File: config.mk
export PLATFORM = sky130hd
export DESIGN_NAME = ppu_age
export DESIGN_NICKNAME = d
export VERILOG_FILES = /design/src/rtl/particle_pool_update_assert.svh /design/src/rtl/ppu_pkg.sv /design/src/rtl/ppu_age.sv
export SDC_FILE = /design/constraint.sdc
export NUM_CORES = 2
export LEC_CHECK = 0
export BUFFER_PORTS_ARGS = -buffer_cell sky130_fd_sc_hd__buf_2
export CAP_MARGIN = 20
export CORE_MARGIN = 3
export CORE_UTILIZATION = 55
export CTS_BUF_LIST = sky130_fd_sc_hd__clkbuf_4 sky130_fd_sc_hd__clkbuf_8
export DETAILED_ROUTE_END_ITERATION = 12
export PLACE_DENSITY = 0.74
export SYNTH_ARGS = -nofsm -noshare
export SYNTH_HDL_FRONTEND = slang
export SYNTH_SLANG_ARGS = --single-unit
File: constraint.sdc
create_clock -name clk -period 13.21 [get_ports clk]
set_input_delay 2.642 -clock clk [delete_from_list [all_inputs] [get_ports clk]]
set_output_delay 2.642 -clock clk [all_outputs]
set_load 0.05 [all_outputs]
File: src/rtl/particle_pool_update_assert.svh
// Assertion helpers; clk and arst_n come from the including module.
`ifndef PARTICLE_POOL_UPDATE_ASSERT_SVH
`define PARTICLE_POOL_UPDATE_ASSERT_SVH

// Implication checked on every rising clock edge outside reset.
`define PPU_ASSERT_IMPL(lbl, ante, cons, msg) \
	lbl: assert property (@(posedge clk) disable iff (!arst_n) (ante) |-> (cons)) \
		else $error(msg);

// Implication with the consequent checked in the following cycle.
`define PPU_ASSERT_NEXT(lbl, ante, cons, msg) \
	lbl: assert property (@(posedge clk) disable iff (!arst_n) (ante) |=> (cons)) \
		else $error(msg);

`endif

File: src/rtl/ppu_pkg.sv
package ppu_pkg;

	localparam logic [15:0] FADE_RESET = 16'd6144;
	localparam logic signed [23:0] LIFE_MIN = -24'sd8388608;
	localparam logic signed [15:0] ALPHA_MIN = -16'sd32768;

	typedef struct packed {
		logic [15:0] elapsed;
		logic [6:0] spawn_count;
		logic signed [23:0] spawn_x;
		logic signed [23:0] spawn_y;
		logic signed [23:0] speed_x;
		logic signed [23:0] speed_y;
		logic [12:0] gray_level;
		logic [12:0] opacity;
		logic [22:0] lifetime;
		logic [15:0] sprite_width;
		logic [15:0] sprite_height;
	} in_item_t;

	typedef struct packed {
		logic [5:0] slot;
		logic alive;
		logic signed [23:0] out_x;
		logic signed [23:0] out_y;
		logic [12:0] out_gray;
		logic signed [15:0] out_alpha;
		logic [15:0] out_width;
		logic [15:0] out_height;
		logic last_slot;
	} out_item_t;

	// One pool entry as held in the RAM.
	typedef struct packed {
		logic signed [23:0] life;
		logic signed [23:0] pos_x;
		logic signed [23:0] pos_y;
		logic signed [23:0] vel_x;
		logic signed [23:0] vel_y;
		logic [12:0] gray;
		logic signed [15:0] alpha;
		logic [15:0] width;
		logic [15:0] height;
	} part_rec_t;

	// Write-back from the aging datapath.
	typedef struct packed {
		logic vld;
		logic [5:0] slot;
		logic alive;
		logic last;
		part_rec_t rec;
	} age_wb_t;

endpackage

File: src/rtl/ppu_age.sv
module ppu_age (
	input logic clk,
	input logic arst_n,
	input logic v_s1,
	input logic [5:0] slot_s1,
	input logic last_s1,
	input ppu_pkg::part_rec_t rec_s1,
	input logic [15:0] dt,
	input logic [19:0] fade,
	output ppu_pkg::age_wb_t wb
);
	import ppu_pkg::*;

	logic signed [24:0] life_d;
	logic signed [23:0] life_sat;
	logic signed [40:0] prod_x, prod_y;

	logic v_s2;
	logic [5:0] slot_s2;
	logic last_s2;
	part_rec_t rec_s2;
	logic signed [23:0] life_s2;
	logic signed [40:0] prod_x_s2, prod_y_s2;

	logic signed [21:0] alpha_d;
	part_rec_t rec_n;
	logic move;

	always_comb begin
		life_d = $signed({rec_s1.life[23], rec_s1.life}) - $signed({9'd0, dt});
		life_sat = (life_d < $signed({LIFE_MIN[23], LIFE_MIN})) ? LIFE_MIN : life_d[23:0];
		prod_x = rec_s1.vel_x * $signed({1'b0, dt});
		prod_y = rec_s1.vel_y * $signed({1'b0, dt});
	end

	always_ff @(posedge clk or negedge arst_n) begin
		if (!arst_n) begin
			v_s2 <= 1'b0;
		end else begin
			v_s2 <= v_s1;
		end
	end

	always_ff @(posedge clk) begin
		slot_s2 <= slot_s1;
		last_s2 <= last_s1;
		rec_s2 <= rec_s1;
		life_s2 <= life_sat;
		prod_x_s2 <= prod_x;
		prod_y_s2 <= prod_y;
	end

	always_comb begin
		move = !life_s2[23];
		alpha_d = $signed({{6{rec_s2.alpha[15]}}, rec_s2.alpha}) - $signed({2'b00, fade});
		rec_n = rec_s2;
		rec_n.life = life_s2;
		if (move) begin
			// arithmetic shift of the product floors toward minus infinity
			rec_n.pos_x = rec_s2.pos_x + prod_x_s2[35:12];
			rec_n.pos_y = rec_s2.pos_y + prod_y_s2[35:12];
			rec_n.alpha = (alpha_d < $signed({{6{ALPHA_MIN[15]}}, ALPHA_MIN})) ?
				ALPHA_MIN : alpha_d[15:0];
		end
		wb.vld = v_s2;
		wb.slot = slot_s2;
		wb.alive = (life_s2 > 24'sd0);
		wb.last = last_s2;
		wb.rec = rec_n;
	end
endmodule

## Word-level counts from Yosys, hierarchy flattened

Index checks and enable logic that the tools add are counted.

| storage, ports and cells | value |
|---|---|
| output and inout port bits | 190 |
| bits of input ports | 227 |
| flip-flop bits (word level) | 261 |
| word-level logic and storage cells | 26 |

| operators by class | value |
|---|---|
| multiply operators | 2 |
| $lt $le $gt $ge | 3 |
| muxes and demuxes | 3 |
| add/sub/neg operators | 4 |

Operator list:

| kind | count |
|---|---|
| $mul 24x17->36 | 2 |
| $add 24x24->24 | 2 |
| $mux 48 | 1 |
| $mux 16 | 2 |
| $lt 25x24->1 const B | 1 |
| $sub 24x17->25 | 1 |
| $gt 24x1->1 const B | 1 |
| $lt 22x16->1 const B | 1 |
| $sub 16x21->22 | 1 |

## Longest topological paths before layout

| depth | value |
|---|---|
| word-level depth | 4 |
| gate-level depth with buffers | 26 |
| gate-level depth less buffers | 24 |

## Least setup slack after synthesis

No wires, ideal clock.

| timing path | value |
|---|---|
| path kind | input-to-reg |
| start | input port rec_s1[95] (netlist bit) |
| end | register prod_x_s2[35] |
| data required time | 13.138 ns |
| cell stages on the path | 22 |
| path slack | 4.508 ns |
| setup time | 0.072 ns |
| path buffers | 1 |
| arrival | 8.629 ns |
| cells stage by stage | clkbuf_1 nand2_1 fa_1 fa_1 fa_1 fa_1 inv_1 fa_1 inv_1 fa_1 inv_1 ha_1 a21o_1 a21o_1 a21o_1 o311ai_2 a21oi_2 or4_4 and3_4 a31o_4 o31ai_4 xnor2_1 |

| between the ends | value |
|---|---|
| word-level cells in the longest chain between the ends | 1 |

RTL lines:

| element | RTL line | text |
|---|---|---|
| from (decl) | ppu_age.sv:7 | `input ppu_pkg::part_rec_t rec_s1,` |
| $mul 24x17->36 | ppu_age.sv:32 | `prod_x = rec_s1.vel_x * $signed({1'b0, dt});` |
| named net prod_x[35] | ppu_age.sv:16 | `logic signed [40:0] prod_x, prod_y;` |
| to (signal assigned) | ppu_age.sv:49 | `prod_x_s2 <= prod_x;` |
| to (decl) | ppu_age.sv:23 | `logic signed [40:0] prod_x_s2, prod_y_s2;` |

The timed path passes the listed nets, and every way through them passes these cells.
A chain may end at the register's enable or synchronous reset.

## Final worst setup path

| timing path | value |
|---|---|
| start | input port dt[3] |
| end | register prod_x_s2[35] |

| between the ends | value |
|---|---|
| word-level cells in the longest chain between the ends | 1 |

RTL lines:

| element | RTL line | text |
|---|---|---|
| from (decl) | ppu_age.sv:8 | `input logic [15:0] dt,` |
| $mul 24x17->36 | ppu_age.sv:32 |  |
| named net prod_x[35] | ppu_age.sv:16 |  |

The timed path passes the listed nets, and every way through them passes these cells.

==> impl_metrics.tcl <==
set metrics [dict create \
    status "completed" \
    worstMarginPinSlew_ns 0.988 \
    antenna_found_initial 8 \
    synth_cell_types 73 \
    cp_slowest_stage_delay_ns 0.64 \
    synth-edff-count 0 \
    cp_num_buf_inv 5 \
    cp.arrival_ns 9.84 \
    finalSetupViolCount 0 \
    io_buffers 416 \
    async_reset_ff_frac 0.00422 \
    end_kind "flip-flop" \
    crit_chain "buf_2 > buf_4 > nand2_1 > fa_1 > fa_1 > fa_1 > fa_1 > inv_1 > fa_1 > inv_1 > fa_1 > inv_1 > ha_1 > a21o_1 > a21o_1 > a21o_1 > o311ai_2 > a21oi_2 > or4_4 > and3_4 > a31o_4 > o31ai_4 > xnor2_1" \
    relSlewSlack 0.342 \
    nets 5293 \
    die_h_um 258 \
    yosysSeqAreaShare 0.136 \
    wl_met1_um 35600 \
    firstDrtPassIters 6 \
    cts_setup_buffers 0 \
    hold_class "primary input to asynchronous set/reset pin" \
    wl_met2_um 42600 \
    clock_sinks 237 \
    wire_per_inst_um 17.7 \
    gr-total-overflow 0 \
    syn_inst 3885 \
    fill_cells 5426 \
    dr_wl_met3_um 7550 \
    syn_nets 5049 \
    fmax_ghz 0.108 \
    worstPathMaxFanout 27 \
    ctsHtreeMaxLevel 2 \
    syn-cell-area_um2 34900 \
    fin_crit_ns 9.27 \
    synth_ff_type "dfxtp_1" \
    required_ns 13.78 \
    setup_ws_ns 3.94 \
    highest_layer "met5" \
    grt_pass1_vias 27900 \
    drv_slew 0 \
    cpMostUsedCell "fa_1" \
    cp_slowest_cell "buf_2" \
    grt_pass1_wl_um 144000 \
    rows 91 \
    clk_pin_slew_ns 0.06 \
    route.vias.total 26200 \
    clock_path_buffers 3 \
    drtIter0Drc 1567 \
    place_congestion 0.901 \
    yosys.area.top_type "fa_1" \
    start_util 0.561 \
    wirelength_um 88800 \
    cts_resized 0 \
    critical_path.startpoint_type "primary input" \
    ys_ff_latch 237 \
    clockRootBuffer "clkbuf_8" \
    io_pins 417 \
    synth_top_area_frac 0.389 \
    timing.setup.tns_ns 0 \
    cts_buffers 45 \
    grt_max_degree 88 \
    ys.warnings.count 0 \
    cts_tree "done" \
    grt.total_usage 0.273 \
    hold_violations 0 \
    dpl.hpwl_um 68700 \
    drive_above_1_share 0.130 \
    drc 0 \
    critical_path_class "primary input to flip-flop" \
    dp_slack_ns 3.34 \
    core_area_um2 62200 \
    syn_area_per_cell_um2 8.98 \
    fin_crit_sh 0.702 \
    max_cap_violations 0 \
    synth_top_cells_by_area "fa_1, dfxtp_1, inv_1, ha_1, nand2_1" \
    ant_nets 0 \
    critPathTopFamily "adder cells" \
    ctsHoldBuffers 0 \
    syn2layout_area_growth_pct 9.06 \
    rsz0062_at_grt "no" \
    fp.dieArea_um2 66500 \
    via_per_inst 5.23 \
    fp.dieW_um 258 \
    cp.depth 23 \
]
flip-flops by register name, indices dropped and copies added (netlist names):
name,cells
wb,93
rec_s2,64
life_s2,24
prod_x_s2,24
prod_y_s2,24
slot_s2,6
last_s2,1
v_s2,1
routing by layer:
metal,vias up,GRT usage
met5,-,0
met4,4,0.0916
met3,215,0.0536
met2,1054,0.467
met1,12900,0.350
li1,12000,-
through the flow:
stage	std cells	cell area (um2)	util	hold WS, ns
2_1_floorplan	3885	34900	-	2.35
5_1_grt	5005	38000	0.612	1.74
3_3_place_gp	4918	36900	0.594	2.42
6_report	5006	38000	0.612	1.78
3_5_place_dp	4919	36900	0.594	2.42
4_1_cts	5002	38000	0.612	1.72
layout by cell type (no fill, tap or decap), types with 6 or more instances in the layout:
| cell | Yosys | final |
|---|---|---|
| a211oi_1 | 11 | 11 |
| a21o_1 | 42 | 42 |
| a21oi_1 | 93 | 93 |
| a31oi_1 | 13 | 13 |
| and2_1 | 306 | 306 |
| and3_1 | 16 | 16 |
| buf_2 | 3 | 416 |
| buf_4 | 95 | 20 |
| bufinv_16 | 0 | 6 |
| clkbuf_4 | 0 | 7 |
| clkbuf_8 | 0 | 57 |
| clkinv_2 | 0 | 8 |
| dfxtp_1 | 236 | 235 |
| fa_1 | 678 | 678 |
| ha_1 | 259 | 259 |
| inv_1 | 869 | 869 |
| nand2_1 | 537 | 537 |
| nand2b_1 | 16 | 16 |
| nand3_1 | 24 | 24 |
| nand4_1 | 8 | 8 |
| nor2_1 | 121 | 121 |
| nor2b_1 | 17 | 17 |
| nor3_1 | 34 | 34 |
| nor4_1 | 10 | 10 |
| o211ai_1 | 11 | 11 |
| o21a_1 | 20 | 20 |
| o21ai_0 | 88 | 88 |
| or3_1 | 7 | 7 |
| xnor2_1 | 94 | 94 |
| xor2_1 | 47 | 47 |
cells in the mapped netlist, types with 13 or more instances:
library cell,number
o21a_1,20
and2_1,306
xnor2_1,94
nor2b_1,17
dfxtp_1,236
nor2_1,121
a21oi_1,93
clkbuf_1,141
nand2b_1,16
nor3_1,34
xor2_1,47
a21o_1,42
ha_1,259
nand2_1,537
inv_1,869
buf_4,95
and3_1,16
a31oi_1,13
o21ai_0,88
nand3_1,24
fa_1,678
final cells by class:
type	count	area, um2	area share
Multi-Input combinational cell	2539	25600	0.673
Sequential cell	237	4750	0.125
Inverter	869	3260	0.0858
Timing Repair Buffer	437	2240	0.0590
Tap cell	837	1050	0.0275
Clock buffer	64	837	0.0220
Clock inverter	19	275	0.00724
Antenna cell	4	10.0	0.000263
path summary, 6_finish.rpt:
kind	from	to	slack, ns
min in group clk	rec_s1[38]	rec_s2[38]	2.10
setup / recovery	dt[3]	prod_x_s2[35]	3.94
max in group asynchronous	arst_n	v_s2	11.35
hold / removal	arst_n	v_s2	1.78
cell families (layout without fill, tap and decap cells):
logic type / after synthesis / after routing / share of synthesized area
simple gates: 1117 / 1117 / 0.152
compound gates: 334 / 334 / 0.0612
other cells: 0 / 4 / 0
flops: 237 / 237 / 0.136
buf+inv: 1109 / 1389 / 0.130
xor+xnor: 141 / 141 / 0.0354
fa+ha+maj: 937 / 937 / 0.482
mux: 10 / 10 / 0.00301
Power is not shown: default switching activity piles up to over one toggle a cycle in this logic, so the estimate is an artifact.
