**src/rtl/particle_pool_update_assert.svh**
```systemverilog
// Assertion helpers; clk and arst_n come from the including module.
`ifndef PARTICLE_POOL_UPDATE_ASSERT_SVH
`define PARTICLE_POOL_UPDATE_ASSERT_SVH

// Implication checked on every rising clock edge outside reset.
`define PPU_ASSERT_IMPL(lbl, ante, cons, msg) \
	lbl: assert property (@(posedge clk) disable iff (!arst_n) (ante) |-> (cons)) \
		else $error(msg);

// Implication with the consequent checked in the following cycle.
`define PPU_ASSERT_NEXT(lbl, ante, cons, msg) \
	lbl: assert property (@(posedge clk) disable iff (!arst_n) (ante) |=> (cons)) \
		else $error(msg);

`endif

```
**src/rtl/ppu_ram.sv**
```systemverilog
module ppu_ram #(
	parameter int WIDTH = 8,
	parameter int DEPTH = 64
) (
	input logic clk,
	input logic we,
	input logic [$clog2(DEPTH)-1:0] waddr,
	input logic [WIDTH-1:0] wdata,
	input logic [$clog2(DEPTH)-1:0] raddr,
	output logic [WIDTH-1:0] rdata
);
	logic [WIDTH-1:0] mem_q [DEPTH];

	always_ff @(posedge clk) begin
		if (we) begin
			mem_q[waddr] <= wdata;
		end
		rdata <= mem_q[raddr];
	end
endmodule

```
**config.mk**
```make
export PLATFORM = sky130hd
export DESIGN_NAME = ppu_ram
export DESIGN_NICKNAME = d
export VERILOG_FILES = /design/src/rtl/particle_pool_update_assert.svh /design/src/rtl/ppu_ram.sv
export SDC_FILE = /design/constraint.sdc
export NUM_CORES = 1
export LEC_CHECK = 0
export ABC_AREA = 1
export BUFFER_PORTS_ARGS = -buffer_cell sky130_fd_sc_hd__buf_4
export CORE_MARGIN = 3
export CORE_UTILIZATION = 47
export CTS_CLUSTER_DIAMETER = 50
export CTS_CLUSTER_SIZE = 8
export DETAILED_ROUTE_END_ITERATION = 7
export GPL_ROUTABILITY_DRIVEN = 0
export MAX_ROUTING_LAYER = met4
export PLACE_DENSITY_LB_ADDON = 0.2
export SYNTH_ARGS = -nofsm -noshare
export SYNTH_HDL_FRONTEND = slang
export SYNTH_SLANG_ARGS = --single-unit
export TNS_END_PERCENT = 10
```
**constraint.sdc**
```tcl
create_clock -name clk -period 4.6 [get_ports clk]
set_clock_uncertainty 0.1 [all_clocks]
set_input_delay 0.92 -clock clk [delete_from_list [all_inputs] [get_ports clk]]
set_output_delay 0.92 -clock clk [all_outputs]
set_load 0.01 [all_outputs]
```
## Yosys cells after proc, flatten, opt, wreduce, memory -nomap -nowiden

Memories as Yosys holds them, arrays and structs flattened. A register that Yosys moved wholly into a read port is not among the register bits.
Cells that the tools add are included.

- Multiplexer cells: 2

Operators by type and width:

| cell | number |
|---|---|
| $mux W1 | 2 |

- Output and inout port bits: 8
- Memories kept: 1
- RAM bits: 512
- Flip-flop bits (word level): 0
- Logic and storage cells: 3

Memory list:

| memory | depth | bits a word | rd ports | clocked after Yosys merged registers in | write ports | line | RTL |
|---|---|---|---|---|---|---|---|
| mem_q | 64 | 8 | 1 | 1 | 1 | ppu_ram.sv:12 | `logic [WIDTH-1:0] mem_q [DEPTH];` |

## Logic depth before layout (Yosys ltp)

Gate-level depths: netlist of the first run.

- Depth after elaboration: 2
- Depth in mapped cells: 12
- Gate-level depth less buffers: 9

## Worst setup path before layout of the first run

OpenSTA, ideal clock, no wires.

- Path type: input port to flip-flop
- Start point: input we
- End point: memory mem_q[48][0] (enable)
- Stages on the path: 3
- Arrival time: 2.291 ns
- Data required time: 4.105 ns
- Setup time: 0.395 ns
- Path slack: 1.814 ns
- Path through: clkbuf_1 nand4_1 nor4_1

- Cells in the longest elaborated chain, start to end: 2

RTL lines:

| element | line | RTL |
|---|---|---|
| from (decl) | ppu_ram.sv:6 | `input logic we,` |
| $mux W1 | ppu_ram.sv:15 | `if (we) begin` |
| $mux W1 (not written as such) | ppu_ram.sv:16 | `mem_q[waddr] <= wdata;` |
| to (decl) | ppu_ram.sv:12 |  |

Every way passes these cells.

==> key figures, run 1 <==
Logic synthesis
  – Synthesized area per cell: 11.8 sq um
  – Syn Std Cell Area: 21300 sq um
  – Yosys warning count: 0
  – Distinct cells, synth: 16
  – Cells taking the most area after synthesis: edfxtp_1 (72%), nand2_1 (11%), nand3_1 (10%)
  – Synth Register Bits: 520
  – Syn Nets: roughly 1800
  – Sequential-to-total area share from yosys stat: 0.728
  – Synth Instances: 1805
  – Top cell type by total area after synthesis: edfxtp_1
  – Synth top area share: 0.720

Worst setup path
  – Startpoint types: input port
  – Req. time, crit path: approximately 5.0 ns
  – Crit Path Class: in -> reg
  – Worst Setup End Kind: flip-flop
  – CP Data Arrival Time: 3.24 ns
  – Worst Path Max Fanout: 117

Power
  – Clock Power Share: 0.464
  – Pwr dens: 458 nW/um^2
  – Power Internal: 8580 uW
  – Gate power share: 0.055
  – Sw power: between 2000 and 2500 uW
  – IR drop worst, VDD: 0.000341 V
  – Sequential share of power: 0.481
  – Pleak: 0.00860 uW
  – Total design power: between 10000 and 15000 uW
  – Switch share: 0.218

Clock tree
  – Clock Tree Root: clkbuf_16
  – CTS sink cnt: 520
  – CTS Buffer Depth: 3
  – CTS tree: yes
  – Post-CTS setup repair buffer count: 0
  – Worst skew pair latency: 0.59 ns
  – Total CTS buffers: between 70 and 80
  – CTS H-tree lvls: 3
  – Clk slew on worst S/H paths: around 0.05 ns
  – Cts-stage hold buffer count: 0
  – Post-CTS Resized: 0

Floorplanning
  – Ports: 30
  – DIE AREA: ~48000 sq um
  – Chip width: approximately 220 um
  – Initial Util: 0.479
  – Core Rows: 77
  – Core Area: roughly 45000 sq um
  – Die Y: 219 um

Global routing
  – First-pass GRT wire length: 79900 um
  – GRT met1 Usage: 0.321
  – GRT Overall Usage: 0.229
  – GR Overflow Total: 0
  – Busiest grt layer: met2
  – Met3 usage: 0.0446
  – M2 GR Usage: 0.343
  – Initial antenna violation count: 0
  – Vias in the first global route: 13100
  – Largest net degree at the start of global routing: 118

Worst hold path
  – Hold crit path type: in -> reg

Final layout
  – Core Util, Final: 0.538
  – Fillers: 3800
  – Area of the multi-input gates: 4950 sq um
  – ANT cells: 0
  – Area growth from synthesis to layout: 12.3%
  – Fraction of layout cells with a size suffix above 1: 0.0782
  – Fin nets: 1849
  – Register area: approximately 16000 sq um
  – Post-Layout Cell Count: 2459

STA
  – Final TNS setup: 0 ns
  – # setup viols final: 0
  – Worst-Margin Slew: 1.02 ns
  – Final period utilization: 0.615
  – Fmax: 0.354 GHz
  – Worst rel slew slack: 0.318
  – Post-layout min period: about 2.8 ns
  – RSZ-0062 raised after global routing: false
  – Fin. max-slew vios: 0
  – WHS: 0.555 ns
  – Final Hold Fails: 0

Run status
  – Outcome: finished, final reports clean

Routing
  – Final ANT Viol Nets: 0
  – Drt pass-1 iters: 6
  – Drt initial violations: 1337
  – Via count: 13700
  – DR WL/cell: 21.3 um
  – DRC viols: 0
  – Routed WL: 52500 um
  – Vias per cell: 5.56

Place
  – IO Port Bufs: 29
  – Dpl cells: 2341
  – HPWL after DPL: 28800 um

Run
  – MaxCap Viol Count: 0
-- metal layers --
| metal | part of all wire | up-vias | wire, um |
|---|---|---|---|
| met5 | 0 | - | 0 |
| met4 | 0.028 | 0 | 1450 |
| met3 | 0.069 | 112 | 3610 |
| met2 | 0.46 | 445 | 24200 |
| met1 | 0.44 | 6705 | 23200 |
| li1 | - | 6398 | - |
-- per-stage QoR --
stage / setup slack, ns / cell area (sq um)
2_1_floorplan: 1.81 / 21300
3_3_place_gp: 1.26 / 21800
3_5_place_dp: 1.26 / 21800
4_1_cts: 1.88 / 24000
5_1_grt: 1.71 / 24000
6_report: 1.77 / 24000
-- logic make-up (layout without fill, tap and decap cells) --
logic type	Yosys count	count (layout)	synth area share
flip-flops	520	520	0.728
AND/OR/NAND/NOR	1160	1160	0.232
buffers and inverters	125	187	0.0402
-- sequential cells by signal (all words and copies together) (netlist names) --
name   flops
mem_q    512
rdata      8
-- cells in the mapped netlist --
| cell | count |
|---|---|
| dfxtp_1 | 8 |
| nand3_1 | 439 |
| buf_6 | 35 |
| buf_1 | 10 |
| edfxtp_1 | 512 |
| buf_4 | 14 |
| nand2_1 | 648 |
| buf_8 | 2 |
| inv_1 | 10 |
| clkbuf_1 | 15 |
| nor4_1 | 8 |
| inv_6 | 1 |
| nor2_1 | 56 |
| nand4_1 | 9 |
| inv_2 | 1 |
| buf_2 | 37 |
-- final timing paths --
| path | to | slack, ns | cells after the start | start |
|---|---|---|---|---|
| worst max-delay path | rdata[6] | 1.77 | 11 | raddr[0] |
| worst min-delay path | rdata[2] | 0.55 | 3 | raddr[5] |
| worst max register to register | rdata[6] | 3.07 | 8 | mem_q[7][6] |
| worst min register to register | rdata[1] | 0.74 | 8 | mem_q[9][1] |
-- area by class of cell --
type                            count  area share
Inverter                           12     0.00230
Clock buffer                      111      0.0875
Tap cell                          592      0.0309
Multi-Input combinational cell   1160       0.206
Timing Repair Buffer               57      0.0202
Clock inverter                      7     0.00402
Sequential cell                   520       0.649
-- critical path, cell delays in order --
cell and delay [ns]:
clkbuf_8 0.25, inv_8 0.63, buf_4 0.42, nand2_1 0.09, nand3_1 0.11, nand3_1 0.09
nand2_1 0.11, nand2_1 0.06, nand3_1 0.08, nand3_1 0.19, nand2_1 0.17
-- power groups by stage --
stage / Clock (uW) / Combinational, uW / Sequential [uW]
floorplan: 0 / 369 / 5360
global placement: 0 / 599 / 5360
detailed placement: 0 / 605 / 5360
CTS: 5180 / 606 / 5270
global route: 5400 / 665 / 5270
finish: 5100 / 603 / 5280
-- cell usage in the layout (no fill, tap or decap) --
master	count
clkbuf_1	32
nand2_1	648
inv_2	1
buf_12	4
nand3_1	439
inv_8	1
inv_1	9
clkbuf_16	79
inv_4	1
nor4_1	8
clkinv_8	2
clkbuf_8	1
bufinv_16	1
clkinv_4	1
dfxtp_1	8
nand4_1	9
buf_4	52
clkinvlp_4	1
nor2_1	56
edfxtp_1	512
inv_6	2
No activity file was read; power rests on OpenSTA's default activity.
==> run 2, diff against run 1 <==
Clock period 4.6 ns to 2.8 ns, I/O delays scaled along.
==> key figures, run 2 (synthesis gave the netlist of run 1 again) <==
Place
  – Pre-CTS WS: 0.313 ns (was 1.26 ns)
  – HPWL after DPL: 30800 um (was 28800 um)
  – IO Port Bufs: 29 (unchanged)

Final layout
  – Area growth from synthesis to layout: 14.8% (was 12.3%)
  – Largest regs: mem_q: 512 flops, rdata: 8 flops (unchanged)
  – Fraction of layout cells with a size suffix above 1: 0.112 (was 0.0782)
  – Most frequent cells in the layout: nand2_1 (648), edfxtp_1 (512), nand3_1 (439) (unchanged)
  – Largest register FFs: 512 (unchanged)
  – Fillers: 3744 (was 3800)
  – Commonest non-fill, non-tap cell in the layout: nand2_1 (unchanged)
  – Reg with most FFs: mem_q (unchanged)
  – Fin nets: 1924 (was 1849)

Worst hold path
  – Worst hold path depth: 3 (unchanged)
  – Hold worst-path end: rdata[6] (was rdata[2])
  – Critical hold path startpoint: raddr[5] (unchanged)
  – Hold crit path type: in -> reg (unchanged)

STA
  – Final TNS setup: 0 ns (unchanged)
  – Fmax: roughly 0.51 GHz
  – Final Hold Fails: 0 (unchanged)
  – Post-layout min period: just under 2 ns
  – # setup viols final: 0 (unchanged)
  – Final WS setup: 0.852 ns (was 1.77 ns)
  – Worst-Margin Slew: 0.808 ns (was 1.02 ns)
  – RSZ-0062 raised after global routing: false (unchanged)
  – Worst rel slew slack: 0.461 (was 0.318)
  – Fin. max-slew vios: 0 (unchanged)
  – Final period utilization: 0.696

Clock tree
  – Post-CTS setup repair buffer count: 0 (unchanged)
  – Worst skew pair latency: 0.59 ns (about the same)
  – Post-CTS Resized: 0 (unchanged)
  – Cts-stage hold buffer count: 0 (unchanged)
  – CTS tree: yes (unchanged)
  – CTS sink cnt: 520 (unchanged)
  – Total CTS buffers: 75 (was 76)
  – CTS Buffer Depth: 3 (unchanged)
  – Clock Tree Root: clkbuf_16 (unchanged)
  – CTS H-tree lvls: 3 (unchanged)
  – Clk slew on worst S/H paths: 0.05 ns (about the same)

Power
  – Switch share: 0.216 (was 0.218)
  – Pwr dens: 725 nW/um^2 (was 458 nW/um^2)
  – Sequential share of power: 0.488 (was 0.481)
  – IR drop worst, VDD: 0.000454 V (was 0.000341 V)
  – Pleak: 0.00899 uW (was 0.00860 uW)
  – Clock Power Share: 0.454 (was 0.464)
  – Power Internal: 13900 uW (was 8580 uW)
  – Sw power: 3830 uW (was 2390 uW)
  – Gate power share: 0.058 (was 0.055)

Global routing
  – First-pass GRT wire length: 83900 um (was 79900 um)
  – Largest net degree at the start of global routing: 110 (was 118)
  – Initial antenna violation count: 2 (was 0)
  – Vias in the first global route: 13900 (was 13100)
  – GRT Overall Usage: 0.239 (was 0.229)
  – GR Overflow Total: 0 (unchanged)

Worst setup path
  – Worst Setup End Kind: flip-flop (unchanged)
  – Largest stage delay, worst path: 0.33 ns (was 0.63 ns)
  – CP Data Arrival Time: 2.36 ns (was 3.24 ns)
  – Startpoint types: input port (unchanged)
  – Cell breakdown of the critical path: clkbuf_8 -> buf_12 -> buf_12 -> nand2_1 -> nand3_1 -> nand3_1 -> nand2_1 -> nand2_1 -> nand3_1 -> nand3_1 -> nand2_1 (was clkbuf_8 -> inv_8 -> buf_4 -> nand2_1 -> nand3_1 -> nand3_1 -> nand2_1 -> nand2_1 -> nand3_1 -> nand3_1 -> nand2_1)
  – Worst Path Max Fanout: 70 (was 117)
  – R2R cell count: 8 (unchanged)
  – Req. time, crit path: 3.21 ns (was 5.02 ns)
  – Crit Path Class: in -> reg (unchanged)
  – Slowest cell on crit path: buf_12 (was inv_8)
  – R2R Path End: rdata[7] (was rdata[6])
  – R2r startpoint: mem_q[51][7] (was mem_q[7][6])
  – Reg2Reg Setup Slack: 1.31 ns (was 3.07 ns)

Routing
  – Wire length on met3: 3650 um (was 3610 um)
  – Routed WL: 54200 um (was 52500 um)
  – DRC viols: 0 (unchanged)
  – Vias per cell: 5.55 (was 5.56)
  – Final ANT Viol Nets: 0 (unchanged)
  – Via count: 14000 (was 13700)
  – Top Layer Used: met4 (unchanged)
  – Drt initial violations: 1457 (was 1337)
  – Drt pass-1 iters: 5 (was 6)
  – DR WL/cell: 21.5 um (was 21.3 um)
  – Metal-1 WL: 23100 um (was 23200 um)
  – Met2 wire len: 25400 um (was 24200 um)

Floorplanning
  – DIE AREA: 48000 sq um (unchanged)
  – Ports: 30 (unchanged)
  – Core Area: 44500 sq um (unchanged)
  – Die Y: 219 um (unchanged)
  – Initial Util: 0.479 (unchanged)
  – Chip width: 219 um (unchanged)
  – Core Rows: 77 (unchanged)

Run status
  – Outcome: finished, final reports clean (unchanged)

Run
  – MaxCap Viol Count: 0 (unchanged)
[run 2: cell count changes in the layout (fill, tap and decap cells not counted)]
cell,change
clkinv_1,+2
clkbuf_1,-11
buf_12,+7
inv_6,-1
clkinvlp_4,-1
clkinv_4,-1
buf_4,+69
diode_2,+2
clkinv_8,-2
clkinv_2,+1
bufinv_16,-1
[run 2: per-layer routing]
| layer | up-vias | track usage |
|---|---|---|
| met5 | - | - |
| met3 | 132 | 0.0356 |
| met4 | 0 | 0.0920 |
| met1 | 6801 | 0.325 |
| met2 | 537 | 0.368 |
| li1 | 6536 | - |
[run 2: final cells by class]
| type | instances | area [sq um] | area share |
|---|---|---|---|
| sequential | 520 | 15500 | 0.634 |
| multi-input combinational | 1160 | 4950 | 0.202 |
| clock buffer | 100 | 2060 | 0.0839 |
| timing repair buffer | 133 | 1140 | 0.0466 |
| tap | 592 | 741 | 0.0302 |
| inverter | 12 | 55.1 | 0.00225 |
| clock inverter | 4 | 21.3 | 0.000868 |
| antenna | 2 | 5.00 | 0.000204 |
[run 2: through the flow]
stage,utilization,instance area (sq um),cells,hold slack [ns],total power [uW]
final,0.550,24500,2523,0.237,17800
after detailed placement,0.504,22400,2417,0.702,9850
after global placement,0.504,22400,2417,0.706,9840
after floorplan,-,21300,1805,0.559,9410
after global routing,0.550,24500,2523,0.206,18300
after CTS,0.550,24500,2521,0.197,17900
[run 2: power by group through the flow]
stage / registers [uW] / clock network (uW) / logic (uW)
floorplan: 8800 / 0 / 605
global placement: 8810 / 0 / 1030
detailed placement: 8810 / 0 / 1030
CTS: 8670 / 8200 / 1040
global route: 8660 / 8550 / 1140
finish: 8670 / 8070 / 1030
[run 2: worst max path at each step]
stage	startpoint	to	slack, ns	cells after the start
after floorplan	we	mem_q[48][0]	0.37	3
after global placement	raddr[1]	rdata[4]	0.30	10
after detailed placement	raddr[0]	rdata[2]	0.31	11
after CTS	rdata[7]	rdata[7]	0.90	1
after global routing	raddr[0]	rdata[5]	0.74	11
final	raddr[0]	rdata[5]	0.85	11
[run 2: critical path, delay by kind of cell]
family | cells | cell delay [ns]
simple gates | 8 | 0.96
buf+inv | 3 | 0.76
==> run 3, diff against run 2 <==
Settings changed: ABC_AREA 1 to 0.
Clock period 2.8 ns to 1.55 ns, I/O delays scaled along.
==> key figures, run 3 <==
Worst setup path
  – R2R cell count: 5 (was 8)
  – Crit Path Class: reg -> reg (was in -> reg)
  – Req. time, crit path: 1.90 ns (was 3.21 ns)
  – Worst Setup End Kind: flip-flop (unchanged)
  – Worst Path Max Fanout: 1 (was 70)
  – Slowest cell on crit path: mux4_2 (was buf_12)
  – Largest stage delay, worst path: 0.49 ns (was 0.33 ns)
  – Cell breakdown of the critical path: mux4_2 -> mux2_4 -> o221a_4 -> nor3_4 -> o32ai_1 (was clkbuf_8 -> buf_12 -> buf_12 -> nand2_1 -> nand3_1 -> nand3_1 -> nand2_1 -> nand2_1 -> nand3_1 -> nand3_1 -> nand2_1)
  – Startpoint types: flip-flop (was input port)
  – CP Data Arrival Time: 2.32 ns (was 2.36 ns)

Final layout
  – Area of the multi-input gates: 4560 sq um (was 4950 sq um)
  – Largest register FFs: 512 (unchanged)
  – Largest regs: mem_q: 512 flops, rdata: 8 flops (unchanged)
  – Area growth from synthesis to layout: 22.7% (was 14.8%)
  – Register area: 15500 sq um (about the same)
  – Fin nets: 1202 (was 1924)
  – Commonest non-fill, non-tap cell in the layout: edfxtp_1 (was nand2_1)
  – Fin area: 24700 sq um (was 24500 sq um)
  – Reg with most FFs: mem_q (unchanged)
  – Fillers: 3006 (was 3744)
  – Fraction of layout cells with a size suffix above 1: 0.386 (was 0.112)
  – Most frequent cells in the layout: edfxtp_1 (512), buf_4 (192), mux4_2 (126) (was nand2_1 (648), edfxtp_1 (512), nand3_1 (439))
  – ANT cells: 0 (was 2)

Logic synthesis
  – Synth Register Bits: 520 (unchanged)
  – Syn Nets: 962 (was 1827)
  – Synth top cells by count: edfxtp_1 (512), mux4_2 (126), nor2_1 (83) (was nand2_1 (648), edfxtp_1 (512), nand3_1 (439))
  – EDFF count, synth: 512 (unchanged)
  – Ys async rst share: 0 (unchanged)
  – Top cell type by total area after synthesis: edfxtp_1 (unchanged)
  – Sequential-to-total area share from yosys stat: 0.770 (was 0.728)
  – Cells taking the most area after synthesis: edfxtp_1 (76%), mux4_2 (14%), nor2_1 (1.5%) (was edfxtp_1 (72%), nand2_1 (11%), nand3_1 (10%))
  – Synth top area share: 0.762 (was 0.720)
  – Synthesized area per cell: 21.5 sq um (was 11.8 sq um)
  – Syn Std Cell Area: 20200 sq um (was 21300 sq um)
  – Yosys warning count: 0 (unchanged)
  – Synth Instances: 940 (was 1805)
  – Most frequent cell after synthesis: edfxtp_1 (was nand2_1)
  – Predominant post-synthesis flop cell: edfxtp_1 (unchanged)
  – Distinct cells, synth: 40 (was 16)

Worst hold path
  – Worst hold path depth: 1 (was 3)
  – Hold crit path type: in -> reg (unchanged)

STA
  – Worst rel slew slack: 0.504 (was 0.461)
  – RSZ-0062 raised after global routing: true (was false)
  – Final period utilization: 1.27
  – # setup viols final: 9 (was 0)
  – Worst-Margin Slew: 0.744 ns (was 0.808 ns)
  – Final Hold Fails: 0 (unchanged)
  – Post-layout min period: 1.98 ns
  – Final WS setup: -0.426 ns (was 0.852 ns)
  – Fin. max-slew vios: 0 (unchanged)
  – Fmax: slightly above 0.5 GHz

Floorplanning
  – Chip width: 213 um (was 219 um)
  – Core Area: 42100 sq um (was 44500 sq um)
  – Ports: 30 (unchanged)
  – DIE AREA: 45400 sq um (was 48000 sq um)
  – Die Y: 213 um (was 219 um)
  – Initial Util: 0.479 (about the same)
  – Core Rows: 75 (was 77)

Global routing
  – GRT Overall Usage: 0.221 (was 0.239)
  – Vias in the first global route: 10700 (was 13900)
  – First-pass GRT wire length: 69800 um (was 83900 um)
  – GR Overflow Total: 0 (unchanged)
  – Initial antenna violation count: 0 (was 2)
  – Largest net degree at the start of global routing: 65 (was 110)

Clock tree
  – Total CTS buffers: 75 (unchanged)
  – CTS sink cnt: 520 (unchanged)
  – Post-CTS setup repair buffer count: 0 (unchanged)
  – Clk slew on worst S/H paths: 0.05 ns (about the same)
  – CTS H-tree lvls: 3 (unchanged)
  – Worst skew pair latency: 0.58 ns (was 0.59 ns)
  – CTS tree: yes (unchanged)
  – CTS Buffer Depth: 3 (unchanged)
  – Clock Tree Root: clkbuf_16 (unchanged)

Routing
  – Routed WL: 46700 um (was 54200 um)
  – Via count: 10200 (was 14000)
  – Drt initial violations: 820 (was 1457)
  – Vias per cell: 5.81 (was 5.55)
  – DR WL/cell: 26.6 um (was 21.5 um)
  – Final ANT Viol Nets: 0 (unchanged)
  – Drt pass-1 iters: 5 (unchanged)
  – DRC viols: 0 (unchanged)

Run status
  – Outcome: finished with violations (was finished, final reports clean)
  – Violated checks: negative setup slack

Power
  – Pleak: 0.00819 uW (was 0.00899 uW)
  – Total design power: 32100 uW (was 17800 uW)
  – Pwr dens: 1300 nW/um^2 (was 725 nW/um^2)
  – IR drop worst, VDD: 0.00117 V (was 0.000454 V)

Place
  – Placed Area: 22500 sq um (was 22400 sq um)
  – IO Port Bufs: 29 (unchanged)
  – HPWL after DPL: 29700 um (was 30800 um)

Run
  – MaxCap Viol Count: 0 (unchanged)
-- run 3: what timing repair did --
item | 4_1_cts | 5_1_grt
gates resized for setup | 31 | 7
setup endpoints to repair | 15 | 9
hold buffers | 1 | 0
pin swaps | 7 | 2
hold endpoints to repair | 4 | 0
-- run 3: final timing paths --
path / start / end / slack (ns)
setup / recovery: mem_q[29][6] / rdata[6] / -0.43
hold / removal: wdata[6] / mem_q[54][6] / 0.18
setup reg to reg: mem_q[29][6] / rdata[6] / -0.43
hold reg to reg: mem_q[22][0] / rdata[0] / 0.75
-- run 3: kinds of logic after synthesis --
logic type | count (synthesis) | share of synthesized area
DFF | 520 | 0.770
muxes | 162 | 0.159
and+or+nand+nor | 153 | 0.0339
AOI/OAI and AO/OA | 54 | 0.0207
buffers and inverters | 51 | 0.0157
-- run 3: layer usage --
metal  vias to the layer above  global-route usage  share of wire
met5                         -                   -              0
met4                         0              0.0722          0.023
met3                        67              0.0336          0.053
met2                       315               0.350           0.50
met1                      5405               0.301           0.43
li1                       4407                   -              -
-- run 3: final cells by class --
cell class / instances / share of cell area
timing repair buffer: 214 / 0.0750
multi-input combinational: 369 / 0.184
sequential: 520 / 0.628
tap: 539 / 0.0273
clock inverter: 7 / 0.00410
clock buffer: 105 / 0.0813
-- run 3: through the flow --
step | hold WS, ns | TNS (ns) | std cells | utilization | setup WS (ns)
floorplan | 0.309 | -91.03 | 940 | - | -0.408
global placement | 0.579 | -55.92 | 1642 | 0.533 | -1.01
detailed placement | 0.589 | -58.23 | 1642 | 0.533 | -1.05
CTS | 0.197 | -2.65 | 1754 | 0.586 | -0.428
global route | 0.211 | -2.91 | 1754 | 0.587 | -0.458
finish | 0.178 | -2.53 | 1754 | 0.587 | -0.426
-- run 3: critical path, delay by kind of cell, from the launching register on --
kind	cells	cell delay (ns)
muxes	2	0.78
DFF	1	0.36
AOI/OAI and AO/OA	2	0.38
and+or+nand+nor	1	0.22
-- run 3: power by group --
part	internal (uW)	switching (uW)
logic	797	978
clock network	9070	5600
registers	15600	59.5
